===== src/vra_pkg.sv =====
// shared types and constants for the vector register alu
`default_nettype none
package vra_pkg;

  localparam int unsigned MaxElementsDef = 64;

  localparam logic [3:0] OP_LOAD   = 4'd0;
  localparam logic [3:0] OP_SUM    = 4'd1;
  localparam logic [3:0] OP_NEGSUM = 4'd2;
  localparam logic [3:0] OP_PROD   = 4'd3;
  localparam logic [3:0] OP_DIV    = 4'd4;
  localparam logic [3:0] OP_ADDS   = 4'd5;
  localparam logic [3:0] OP_MULS   = 4'd6;
  localparam logic [3:0] OP_RDFWD  = 4'd7;
  localparam logic [3:0] OP_RDREV  = 4'd8;

  localparam logic [1:0] ST_OK      = 2'd0;
  localparam logic [1:0] ST_DIVZERO = 2'd1;
  localparam logic [1:0] ST_BADPOS  = 2'd2;
  localparam logic [1:0] ST_BADOP   = 2'd3;

  localparam logic [2:0] REG_ADDR_LEN = 3'd0;

  typedef enum logic [2:0] {
    S_IDLE,
    S_WALK,
    S_PUT,
    S_DA,
    S_DB,
    S_DV,
    S_RES
  } ctl_state_t;

  typedef enum logic [1:0] {
    D_IDLE,
    D_MAG,
    D_MUL,
    D_ITER
  } div_state_t;

  typedef struct packed {
    logic        start;
    logic [31:0] dividend;
    logic [31:0] divisor;
  } div_req_t;

  typedef struct packed {
    logic        done;
    logic [38:0] quotient;
  } div_rsp_t;

endpackage
`default_nettype wire


===== src/vra_mem.sv =====
// element store: one write port, one read port, registered read data
`default_nettype none
module vra_mem #(
  parameter int unsigned DEPTH = vra_pkg::MaxElementsDef,
  parameter int unsigned AW    = 6
) (
  input  wire logic          clk,
  input  wire logic          we,
  input  wire logic [AW-1:0] waddr,
  input  wire logic [31:0]   wdata,
  input  wire logic          re,
  input  wire logic [AW-1:0] raddr,
  output logic      [31:0]   rdata
);

  logic [31:0] mem [DEPTH];

  always_ff @(posedge clk) begin
    if (we) begin
      mem[waddr] <= wdata;
    end
  end

  always_ff @(posedge clk) begin
    if (re) begin
      rdata <= mem[raddr];
    end
  end

endmodule
`default_nettype wire


===== src/vra_div.sv =====
// rounded scaled divider, one quotient bit a cycle
`default_nettype none
module vra_div (
  input  wire logic               clk,
  input  wire logic               rst_n,
  input  wire vra_pkg::div_req_t  req,
  output vra_pkg::div_rsp_t       rsp
);

  vra_pkg::div_state_t st_r, st_nxt;
  logic [31:0] ma_r, mb_r;
  logic        neg_r;
  logic [39:0] num_r;
  logic [33:0] rem_r;
  logic [32:0] den_r;
  logic [5:0]  cnt_r;
  logic        done_r;
  logic [33:0] rem_sh;
  logic        fits;
  logic [38:0] q39;

  assign rem_sh = {rem_r[32:0], num_r[39]};
  assign fits   = rem_sh >= {1'b0, den_r};
  assign q39    = num_r[38:0];

  always_comb begin
    st_nxt = st_r;
    unique case (st_r)
      vra_pkg::D_IDLE: if (req.start) st_nxt = vra_pkg::D_MAG;
      vra_pkg::D_MAG:  st_nxt = vra_pkg::D_MUL;
      vra_pkg::D_MUL:  st_nxt = vra_pkg::D_ITER;
      vra_pkg::D_ITER: if (cnt_r == 6'd39) st_nxt = vra_pkg::D_IDLE;
      default:         st_nxt = vra_pkg::D_IDLE;
    endcase
  end

  always_ff @(posedge clk) begin
    if (!rst_n) begin
      st_r   <= vra_pkg::D_IDLE;
      done_r <= 1'b0;
    end else begin
      st_r   <= st_nxt;
      done_r <= (st_r == vra_pkg::D_ITER) && (cnt_r == 6'd39);
    end
  end

  always_ff @(posedge clk) begin
    unique case (st_r)
      vra_pkg::D_IDLE: begin
        ma_r  <= req.dividend[31] ? (~req.dividend + 32'd1) : req.dividend;
        mb_r  <= req.divisor[31] ? (~req.divisor + 32'd1) : req.divisor;
        neg_r <= req.dividend[31] ^ req.divisor[31];
      end
      vra_pkg::D_MAG: begin
        // 2*a*100 + b, over 2*b
        num_r <= {8'd0, ma_r} * 40'd200 + {8'd0, mb_r};
        den_r <= {mb_r, 1'b0};
        rem_r <= '0;
        cnt_r <= '0;
      end
      vra_pkg::D_MUL: begin
      end
      vra_pkg::D_ITER: begin
        rem_r <= fits ? (rem_sh - {1'b0, den_r}) : rem_sh;
        num_r <= {num_r[38:0], fits};
        cnt_r <= cnt_r + 6'd1;
      end
      default: begin
      end
    endcase
  end

  assign rsp.done     = done_r;
  assign rsp.quotient = neg_r ? (~q39 + 39'd1) : q39;

endmodule
`default_nettype wire


===== src/vector_register_alu_top.sv =====
// vector register alu top level: request control, element walk, result register
// channel | ports                                  | direction
// request | in_valid/in_ready, in_* fields         | in
// result  | out_valid/out_ready, out_* fields      | out
// config  | cfg_psel/penable/pwrite/paddr/pwdata   | apb, pready tied high
// one request at a time; in_ready only while the controller is idle
// walks read one element a cycle from the store
// readouts give one word a cycle while the result side takes them
// divide: two element reads, then a run of the divider
// reset is synchronous; the length register returns to 64, elements are undefined
`default_nettype none
module vector_register_alu_top #(
  parameter int unsigned MAX_ELEMENTS = vra_pkg::MaxElementsDef
) (
  input  wire logic               clk,
  input  wire logic               rst_n,
  input  wire logic               in_valid,
  output logic                    in_ready,
  input  wire logic        [3:0]  in_req_type,
  input  wire logic signed [31:0] in_operand_value,
  input  wire logic        [5:0]  in_first_position,
  input  wire logic        [5:0]  in_second_position,
  output logic                    out_valid,
  input  wire logic               out_ready,
  output logic signed      [38:0] out_result_value,
  output logic             [1:0]  out_status,
  output logic                    out_last_flag,
  input  wire logic               cfg_psel,
  input  wire logic               cfg_penable,
  input  wire logic               cfg_pwrite,
  input  wire logic        [2:0]  cfg_paddr,
  input  wire logic        [31:0] cfg_pwdata,
  output logic             [31:0] cfg_prdata,
  output logic                    cfg_pready
);

  localparam int unsigned AW = (MAX_ELEMENTS > 1) ? $clog2(MAX_ELEMENTS) : 1;

  // configuration register
  logic [6:0] len_r;
  logic [6:0] n;

  assign cfg_pready = 1'b1;
  assign cfg_prdata = (cfg_paddr == vra_pkg::REG_ADDR_LEN) ? {25'd0, len_r} : 32'd0;

  always_ff @(posedge clk) begin
    if (!rst_n) begin
      len_r <= 7'd64;
    end else if (cfg_psel && cfg_penable && cfg_pwrite
                 && (cfg_paddr == vra_pkg::REG_ADDR_LEN)) begin
      len_r <= cfg_pwdata[6:0];
    end
  end

  // length in use, clamped to 1..MAX_ELEMENTS
  always_comb begin
    if (len_r == 7'd0) begin
      n = 7'd1;
    end else if (len_r > 7'(MAX_ELEMENTS)) begin
      n = 7'(MAX_ELEMENTS);
    end else begin
      n = len_r;
    end
  end

  vra_pkg::ctl_state_t st_r, st_nxt;
  logic [3:0]  op_r, op_nxt;
  logic [31:0] opv_r, opv_nxt;
  logic [5:0]  p2_r, p2_nxt;
  logic [6:0]  rd_idx_r, rd_idx_nxt;
  logic [6:0]  proc_idx_r, proc_idx_nxt;
  logic        pend_r, pend_nxt;
  logic [31:0] acc_r, acc_nxt;
  logic [31:0] a_r, a_nxt;
  logic [38:0] res_val_r, res_val_nxt;
  logic [1:0]  res_st_r, res_st_nxt;

  logic        out_valid_r, out_valid_nxt;
  logic [38:0] out_val_r, out_val_nxt;
  logic [1:0]  out_st_r, out_st_nxt;
  logic        out_last_r, out_last_nxt;
  logic        slot_free;

  // store ports
  logic          mem_we, mem_re;
  logic [AW-1:0] mem_waddr, mem_raddr;
  logic [31:0]   mem_wdata, mem_rdata;
  logic [31:0]   prod;
  logic [6:0]    rev_addr;
  logic          accept;

  vra_pkg::div_req_t div_req;
  vra_pkg::div_rsp_t div_rsp;

  vra_mem #(.DEPTH(MAX_ELEMENTS), .AW(AW)) u_mem (
    .clk   (clk),
    .we    (mem_we),
    .waddr (mem_waddr),
    .wdata (mem_wdata),
    .re    (mem_re),
    .raddr (mem_raddr),
    .rdata (mem_rdata)
  );

  vra_div u_div (
    .clk   (clk),
    .rst_n (rst_n),
    .req   (div_req),
    .rsp   (div_rsp)
  );

  assign in_ready  = (st_r == vra_pkg::S_IDLE);
  assign accept    = in_valid && in_ready;
  assign slot_free = !out_valid_r || out_ready;

  // one shared multiplier: product reduction or scalar multiply
  assign prod = mem_rdata * ((op_r == vra_pkg::OP_PROD) ? acc_r : opv_r);

  always_comb begin
    st_nxt        = st_r;
    op_nxt        = op_r;
    opv_nxt       = opv_r;
    p2_nxt        = p2_r;
    rd_idx_nxt    = rd_idx_r;
    proc_idx_nxt  = proc_idx_r;
    pend_nxt      = 1'b0;
    acc_nxt       = acc_r;
    a_nxt         = a_r;
    res_val_nxt   = res_val_r;
    res_st_nxt    = res_st_r;
    out_valid_nxt = out_valid_r && !out_ready;
    out_val_nxt   = out_val_r;
    out_st_nxt    = out_st_r;
    out_last_nxt  = out_last_r;
    mem_we        = 1'b0;
    mem_waddr     = '0;
    mem_wdata     = '0;
    mem_re        = 1'b0;
    mem_raddr     = '0;
    div_req       = '0;
    rev_addr      = n - 7'd1 - rd_idx_r;

    unique case (st_r)
      vra_pkg::S_IDLE: begin
        if (accept) begin
          op_nxt      = in_req_type;
          opv_nxt     = in_operand_value;
          p2_nxt      = in_second_position;
          rd_idx_nxt  = '0;
          res_val_nxt = '0;
          res_st_nxt  = vra_pkg::ST_OK;
          st_nxt      = vra_pkg::S_RES;
          priority case (in_req_type)
            vra_pkg::OP_LOAD: begin
              if ({1'b0, in_first_position} >= n) begin
                res_st_nxt = vra_pkg::ST_BADPOS;
              end else begin
                mem_we    = 1'b1;
                mem_waddr = in_first_position[AW-1:0];
                mem_wdata = in_operand_value;
              end
            end
            vra_pkg::OP_SUM, vra_pkg::OP_NEGSUM, vra_pkg::OP_ADDS, vra_pkg::OP_MULS: begin
              acc_nxt = '0;
              st_nxt  = vra_pkg::S_WALK;
            end
            vra_pkg::OP_PROD: begin
              acc_nxt = 32'd1;
              st_nxt  = vra_pkg::S_WALK;
            end
            vra_pkg::OP_DIV: begin
              if ({1'b0, in_first_position} >= n || {1'b0, in_second_position} >= n) begin
                res_st_nxt = vra_pkg::ST_BADPOS;
              end else begin
                mem_re    = 1'b1;
                mem_raddr = in_first_position[AW-1:0];
                st_nxt    = vra_pkg::S_DA;
              end
            end
            vra_pkg::OP_RDFWD, vra_pkg::OP_RDREV: begin
              // first element read issued now
              mem_re     = 1'b1;
              mem_raddr  = (in_req_type == vra_pkg::OP_RDREV) ? 
                           AW'(n - 7'd1) : '0;
              rd_idx_nxt = 7'd1;
              st_nxt     = vra_pkg::S_PUT;
            end
            default: begin
              res_st_nxt = vra_pkg::ST_BADOP;
            end
          endcase
        end
      end

      vra_pkg::S_WALK: begin
        // element read last cycle is at mem_rdata
        if (pend_r) begin
          priority case (op_r)
            vra_pkg::OP_SUM:    acc_nxt = acc_r + mem_rdata;
            vra_pkg::OP_NEGSUM: acc_nxt = acc_r - mem_rdata;
            vra_pkg::OP_PROD:   acc_nxt = prod;
            vra_pkg::OP_ADDS: begin
              mem_we    = 1'b1;
              mem_waddr = proc_idx_r[AW-1:0];
              mem_wdata = mem_rdata + opv_r;
            end
            default: begin
              mem_we    = 1'b1;
              mem_waddr = proc_idx_r[AW-1:0];
              mem_wdata = prod;
            end
          endcase
        end
        if (rd_idx_r < n) begin
          mem_re       = 1'b1;
          mem_raddr    = rd_idx_r[AW-1:0];
          proc_idx_nxt = rd_idx_r;
          rd_idx_nxt   = rd_idx_r + 7'd1;
          pend_nxt     = 1'b1;
        end else if (!pend_r) begin
          if (op_r == vra_pkg::OP_ADDS || op_r == vra_pkg::OP_MULS) begin
            res_val_nxt = '0;
          end else begin
            res_val_nxt = {{7{acc_r[31]}}, acc_r};
          end
          st_nxt = vra_pkg::S_RES;
        end
      end

      vra_pkg::S_PUT: begin
        // readout word waits in mem_rdata until the result register is free
        if (slot_free) begin
          out_valid_nxt = 1'b1;
          out_val_nxt   = {{7{mem_rdata[31]}}, mem_rdata};
          out_st_nxt    = vra_pkg::ST_OK;
          out_last_nxt  = (rd_idx_r == n);
          if (rd_idx_r < n) begin
            mem_re     = 1'b1;
            mem_raddr  = (op_r == vra_pkg::OP_RDREV) ? rev_addr[AW-1:0] : rd_idx_r[AW-1:0];
            rd_idx_nxt = rd_idx_r + 7'd1;
          end else begin
            st_nxt = vra_pkg::S_IDLE;
          end
        end
      end

      vra_pkg::S_DA: begin
        a_nxt     = mem_rdata;
        mem_re    = 1'b1;
        mem_raddr = p2_r[AW-1:0];
        st_nxt    = vra_pkg::S_DB;
      end

      vra_pkg::S_DB: begin
        if (mem_rdata == 32'd0) begin
          res_st_nxt = vra_pkg::ST_DIVZERO;
          st_nxt     = vra_pkg::S_RES;
        end else begin
          div_req.start    = 1'b1;
          div_req.dividend = a_r;
          div_req.divisor  = mem_rdata;
          st_nxt           = vra_pkg::S_DV;
        end
      end

      vra_pkg::S_DV: begin
        if (div_rsp.done) begin
          res_val_nxt = div_rsp.quotient;
          st_nxt      = vra_pkg::S_RES;
        end
      end

      vra_pkg::S_RES: begin
        if (slot_free) begin
          out_valid_nxt = 1'b1;
          out_val_nxt   = res_val_r;
          out_st_nxt    = res_st_r;
          out_last_nxt  = 1'b1;
          st_nxt        = vra_pkg::S_IDLE;
        end
      end

      default: st_nxt = vra_pkg::S_IDLE;
    endcase
  end

  always_ff @(posedge clk) begin
    if (!rst_n) begin
      st_r        <= vra_pkg::S_IDLE;
      out_valid_r <= 1'b0;
      pend_r      <= 1'b0;
    end else begin
      st_r        <= st_nxt;
      out_valid_r <= out_valid_nxt;
      pend_r      <= pend_nxt;
    end
  end

  // payload, no reset needed
  always_ff @(posedge clk) begin
    op_r       <= op_nxt;
    opv_r      <= opv_nxt;
    p2_r       <= p2_nxt;
    rd_idx_r   <= rd_idx_nxt;
    proc_idx_r <= proc_idx_nxt;
    acc_r      <= acc_nxt;
    a_r        <= a_nxt;
    res_val_r  <= res_val_nxt;
    res_st_r   <= res_st_nxt;
    out_val_r  <= out_val_nxt;
    out_st_r   <= out_st_nxt;
    out_last_r <= out_last_nxt;
  end

  assign out_valid        = out_valid_r;
  assign out_result_value = out_val_r;
  assign out_status       = out_st_r;
  assign out_last_flag    = out_last_r;

  // divider is never started on a zero divisor
  a_div_nonzero: assert property (@(posedge clk) disable iff (!rst_n)
    div_req.start |-> (div_req.divisor != 32'd0))
    else $error("divider started with zero divisor");

  // writes during a walk stay inside the length in use
  a_walk_wr_range: assert property (@(posedge clk) disable iff (!rst_n)
    (st_r == vra_pkg::S_WALK && mem_we) |-> (proc_idx_r < n))
    else $error("element write past length");

  // a word without the last mark only comes from a readout
  a_last_only_readout: assert property (@(posedge clk) disable iff (!rst_n)
    $rose(out_valid_r) && !out_last_r |-> $past(st_r == vra_pkg::S_PUT))
    else $error("unmarked word outside readout");

  // nothing is accepted while a walk or divide is under way
  a_no_accept_busy: assert property (@(posedge clk) disable iff (!rst_n)
    (st_r == vra_pkg::S_WALK || st_r == vra_pkg::S_DV) |-> !in_ready)
    else $error("request accepted while busy");

endmodule
`default_nettype wire


===== config.mk =====
export PLATFORM = sky130hd
export DESIGN_NAME = vector_register_alu_top
export DESIGN_NICKNAME = d
export VERILOG_FILES = /design/src/vra_pkg.sv /design/src/vra_mem.sv /design/src/vra_div.sv /design/src/vector_register_alu_top.sv
export SDC_FILE = /design/constraint.sdc
export NUM_CORES = 2
export LEC_CHECK = 0
export BUFFER_PORTS_ARGS = -buffer_cell sky130_fd_sc_hd__clkbuf_2
export CAP_MARGIN = 10
export CELL_PAD_IN_SITES_DETAIL_PLACEMENT = 0
export CELL_PAD_IN_SITES_GLOBAL_PLACEMENT = 1
export CORE_MARGIN = 5
export CORE_UTILIZATION = 45
export DETAILED_ROUTE_END_ITERATION = 8
export PLACE_DENSITY_LB_ADDON = 0.1
export SETUP_SLACK_MARGIN = 0.05
export SYNTH_ARGS = -nofsm -noshare
export SYNTH_HDL_FRONTEND = slang
export SYNTH_HIERARCHICAL = 1
export SYNTH_SLANG_ARGS = --single-unit

===== constraint.sdc =====
create_clock -name clk -period 14.84 [get_ports clk]
set_clock_uncertainty 0.15 [all_clocks]
set_input_delay 3.71 -clock clk [delete_from_list [all_inputs] [get_ports clk]]
set_output_delay 3.71 -clock clk [all_outputs]
set_load 0.01 [all_outputs]

Word-level counts from Yosys, hierarchy flattened
Memories as Yosys holds them, arrays and structs flattened. A register that Yosys moved wholly into a read port is not among the register bits.
Cells that the tools add are included.
- memory bits (writable): 2048
- memories: 1
- word-level logic and storage cells: 223
- output and inout bits: 77
- bits of input ports: 90
- register bits: 393
- magnitude comparators: 5
- mux-type cells: 95
- eq/ne operators: 38
- reduce and logical (&&, ||, !) cells: 39
- multiply operators: 2
- bitwise gates (word level): 4
- add/subtract/negate cells: 12
- memory list (name ; depth ; width ; rd ports ; clocked after memory_dff ; write ports ; RTL line ; RTL):
    u_mem.mem ; 64 ; 32 ; 1 ; 1 ; 1 ; vra_mem.sv:16 ; logic [31:0] mem [DEPTH];
- operators with widths (cell ; count):
    $mux 39 ; 8
    $pmux 32 s2 ; 4
    $mux 32 ; 7
    $mux 65 ; 2
    $pmux 39 s3 ; 1
    $pmux 32 s3 ; 1
    $pmux 40 s2 ; 1
    $pmux 39 s2 ; 1
    $mux 6 ; 12
    $pmux 33 s2 ; 1
    $add 32x1->32 const B ; 2
    $add 32x32->32 ; 2
    $not 32->32 ; 2
    $mux 31 ; 2
    $mux 7 ; 6
    $add 40x32->40 ; 1
    $add 39x1->39 const B ; 1
    $not 39->39 ; 1
    $mul 32x5->37 const B ; 1
    $pmux 6 s2 ; 3
    $ge 34x33->1 ; 1
    $mux 33 ; 1
    $sub 33x33->33 ; 1
    $logic_not 32->1 ; 1
    55 further kinds ; 132

Longest topological paths before layout
- word-level depth: 10
- depth in mapped cells: 39
- gate-level depth less buffers: 34

Cells and area by module
Netlist, hierarchy kept.
- by module, submodules not included (module ; seq. area each (um^2) ; cells an instance ; area each (um^2) ; instances):
    vra_mem ; 62459.9 ; 3511 ; 79359.9 ; 1
    vector_register_alu_top ; 6306.0 ; 3302 ; 30498.0 ; 1
    vra_div ; 5345.1 ; 1603 ; 15203.3 ; 1

Least setup slack after synthesis
No wires, ideal clock.
- kind: register -> register
- from: reg op_r[2]
- to: mem u_mem.mem[0][30] (data pin)
- arrival time: 10.422 ns
- buffers on the path: 5
- period minus slack after synthesis: 11.273 ns
- required time: 13.988 ns
- library setup time: 0.702 ns
- stages on the path, launching flop included: 33
- path slack: 3.567 ns
- path through: edfxtp_1 > nor2_2 > and3_1 > buf_6 > buf_12 > buf_8 > buf_2 > buf_1 > mux2i_1 > nor2_1 > fa_1 > fa_1 > fa_1 > inv_1 > fa_1 > inv_1 > fa_1 > fa_1 > fa_1 > inv_1 > fa_1 > inv_1 > ha_1 > a21o_1 > a21o_1 > a21oi_1 > nor2b_1 > o21ai_0 > nand2b_1 > a41o_1 > a21oi_2 > a21oi_1 > o21ai_0
- word-level cells in the longest chain between the ends: 6
- elaborated cells on any way between the ends: 10
- those cells by class: mul (1); eq/ne (4); mux (4); reduce/logical (1)
- RTL lines (what ; RTL line ; RTL):
    start, declared ; vector_register_alu_top.sv:67 ; logic [3:0] op_r, op_nxt;
    start signal, assigned ; vector_register_alu_top.sv:301 ; op_r <= op_nxt;
    $eq 4x2->1 ; vector_register_alu_top.sv:117, vector_register_alu_top.sv:198 ;
    $mux 32 ; vector_register_alu_top.sv:117 ; assign prod = mem_rdata * ((op_r == vra_pkg::OP_PROD) ? acc_r : opv_r);
    $mul 32x32->32 ; vector_register_alu_top.sv:117 ;
    $pmux 32 s2 * ; vector_register_alu_top.sv:198 ; priority case (op_r)
    $mux 32 * ; vector_register_alu_top.sv:197 ; if (pend_r) begin
    $pmux 32 s2 * ; vector_register_alu_top.sv:143 ; unique case (st_r)
    named net mem_wdata[30] ; vector_register_alu_top.sv:87 ; logic [31:0] mem_wdata, mem_rdata;
    end, declared ; vra_mem.sv:16 ;
Mark *: on every way through the listed nets, which the timed path passes. The rest lies on a longest branch.

Worst setup path after layout
- from: reg op_r[2]
- to: mem u_mem.mem[6][31] (data pin)
Same word-level chain as after synthesis.

==> reports/metrics.cfg <==
[run_status]
outcome = finished, final reports clean

[clocking]
cts_tree = done
ctsHoldBuffers = 0
post-cts-setup-buffers = 0
post_cts_resized = 0
clockRootBuffer = clkbuf_16
clk_pin_slew_ns = 0.06
cts.path.max_buffers = 4
cts_inserted_buffers = 273
htreeDepth = 5
cts_sinks = 2473
clock_latency_ns = 0.91

[drt]
via_count = 72800
drtAntennaViolNets = 0
remaining_drc_errors = 0
wl_per_cell_um = 29.7
viasPerCell = 5.80
dr.pass1.iters = 7
drt_iter0_drc = 6649
drt-total-wl_um = 374000

[grt]
grt_pass1_wl_um = 534000
antenna_found_initial = 32
grtUsageTotal_pct = 25.7
grt_overflow = 0
grt_start_max_net_pins = 105
grt_pass1_vias = 75000

[worst_setup_path]
cp_slowest_cell = buf_4
cp-start-kind = flop
cpPeakStageDelay_ns = 0.67
reg2reg_slack_ns = 4.20
path_common_cell = fa_1
critPathArrivalTime_ns = 11.03
path_max_fanout = 64
crit_type = reg2reg
cp.required_ns = 15.24
endpoint_kind = flop

[sta]
hold_viol_final = 0
drv_slew = 0
worst_pin_slew_ns = 1.19
setup_viol_count_final = 0
fin_tns_setup_ns = 0
min_period_ns = 10.64
rsz0062_at_grt = false
min_period_over_period_pct = 71.7
fmax_mhz = 94.0
slew_headroom_pct = 21.0

[synthesis]
seq_area_frac_synth_pct = 59.3
ys_warn_count = 6
postSynthCellCount = 8416
synth_flop_cell = edfxtp_1
ys_top_cells_by_area = edfxtp_1, mux4_2, fa_1, ha_1, inv_1
netlist.area_leader.share_pct = 59.0
synth_top_area_cell = edfxtp_1
yosys_register_bits = 2473
async_reset_ff_share_pct = 0
synth_most_common_cell = edfxtp_1
synth_edf_count = 2458
syn_area_per_cell_um2 = 14.9
netlist_top_cells_count = edfxtp_1, inv_1, nand2_1
syn_area_mm2 = 0.125
ys_types = 97

[placement]
io_buffers = 115
gp_congestion = 0.867
hpwl_um = 238000

[floorplan]
initial_utilization_pct = 45.2
core_mm2 = 0.276
die_h_um = 537
pin_count = 167
row_count = 193
die_x_um = 537
die-area_mm2 = 0.289

[cells_and_area]
area_growth_pct = 11.6
fin_nets = 9548
drive_above_1_share_pct = 15.4
multiInputGateArea_mm2 = 0.0472
num-fill-cells = 23400
regArea_mm2 = 0.0741

[run]
drv_cap = 0

[min_path]
hold_path.class = reg2reg

registers in the layout (all words and copies together) (netlist names), 7 cells and up:
name,cells
u_mem/mem,2048
u_div/num_r,40
out_result_value,39
res_val_r,39
u_div/rem_r,33
a_r,32
acc_r,32
opv_r,32
u_div/den_r,32
u_div/ma_r,32
u_div/mb_r,32
u_mem/rdata,32
len_r,7
rd_idx_r,7
cells by family after synthesis:
logic type / Yosys count / synth area share, %
buffers and inverters: 1131 / 3.92
AOI/OAI and AO/OA: 1186 / 6.36
other: 2 / 0.00601
and+or+nand+nor: 1720 / 6.74
muxes: 714 / 10.2
adders and majority gates: 825 / 10.9
xor gates and xnor gates: 365 / 2.58
DFF: 2473 / 59.3
cell usage in the layout (no fill, tap or decap), types with 28 or more instances in the layout:
cell / n
a211oi_1: 44
a21o_1: 107
a21oi_1: 224
a22o_1: 51
a22oi_1: 151
a31oi_1: 40
and2_1: 355
and3_1: 31
buf_4: 225
clkbuf_1: 55
clkbuf_16: 278
clkbuf_2: 115
clkinv_1: 58
clkinv_2: 38
edfxtp_1: 2458
fa_1: 440
ha_1: 383
inv_1: 694
mux2i_1: 240
mux4_2: 446
nand2_1: 598
nand2b_1: 49
nand3_1: 88
nor2_1: 253
nor2_4: 66
nor2b_1: 58
nor3_1: 57
o21a_1: 28
o21ai_0: 220
o22ai_1: 46
o31ai_1: 37
or3_1: 34
xnor2_1: 266
xor2_1: 96
cell type report:
type	instances	share of cell area [%]
clock buffer	336	5.16
sequential	2473	53.1
clock inverter	141	0.981
multi-input combinational	4836	33.8
tap	3705	3.32
inverter	699	1.88
antenna	25	0.0448
timing repair buffer	350	1.77
critical path: cells and delay by family, from the launching register on:
family / cells / cell delay [ns]
compound gates: 8 / 1.81
xor+xnor: 1 / 0.25
fa+ha+maj: 9 / 4.40
buf+inv: 8 / 1.66
flops: 1 / 0.45
mux: 1 / 0.53
simple gates: 4 / 0.96
final timing paths:
kind | from | end | cells after the start
worst min register to register | u_div/mb_r[28]$_DFFE_PN_ | u_div/den_r[29]$_DFFE_PP_ | 0
worst max register to register | op_r[2]$_DFFE_PP_ | u_mem/mem[6][31]$_DFFE_PP_ | 31
worst max-delay path | op_r[2]$_DFFE_PP_ | u_mem/mem[6][31]$_DFFE_PP_ | 31
worst min-delay path | u_div/mb_r[28]$_DFFE_PN_ | u_div/den_r[29]$_DFFE_PP_ | 0
per-stage QoR:
step	worst slack (ns)	instances	hold slack, ns	instance area, µm²	util, %
after floorplan	3.57	8440	0.272	125000	-
after detailed placement	4.05	12100	0.346	131000	47.4
after global routing	3.78	12600	0.360	140000	50.5
after global placement	3.99	12100	0.337	131000	47.4
final	4.20	12600	0.360	140000	50.5
after CTS	4.19	12500	0.358	140000	50.5
layer usage:
metal / up-vias / global-route usage (%) / wire length (µm)
li1: 31700 / - / -
met1: 38400 / 34.1 / 153000
met2: 2216 / 43.9 / 185000
met3: 512 / 3.19 / 21100
met4: 0 / 8.94 / 14000
met5: - / 0 / 0
Power is not shown: default switching activity piles up to over one toggle a cycle in this logic, so the estimate is an artifact.
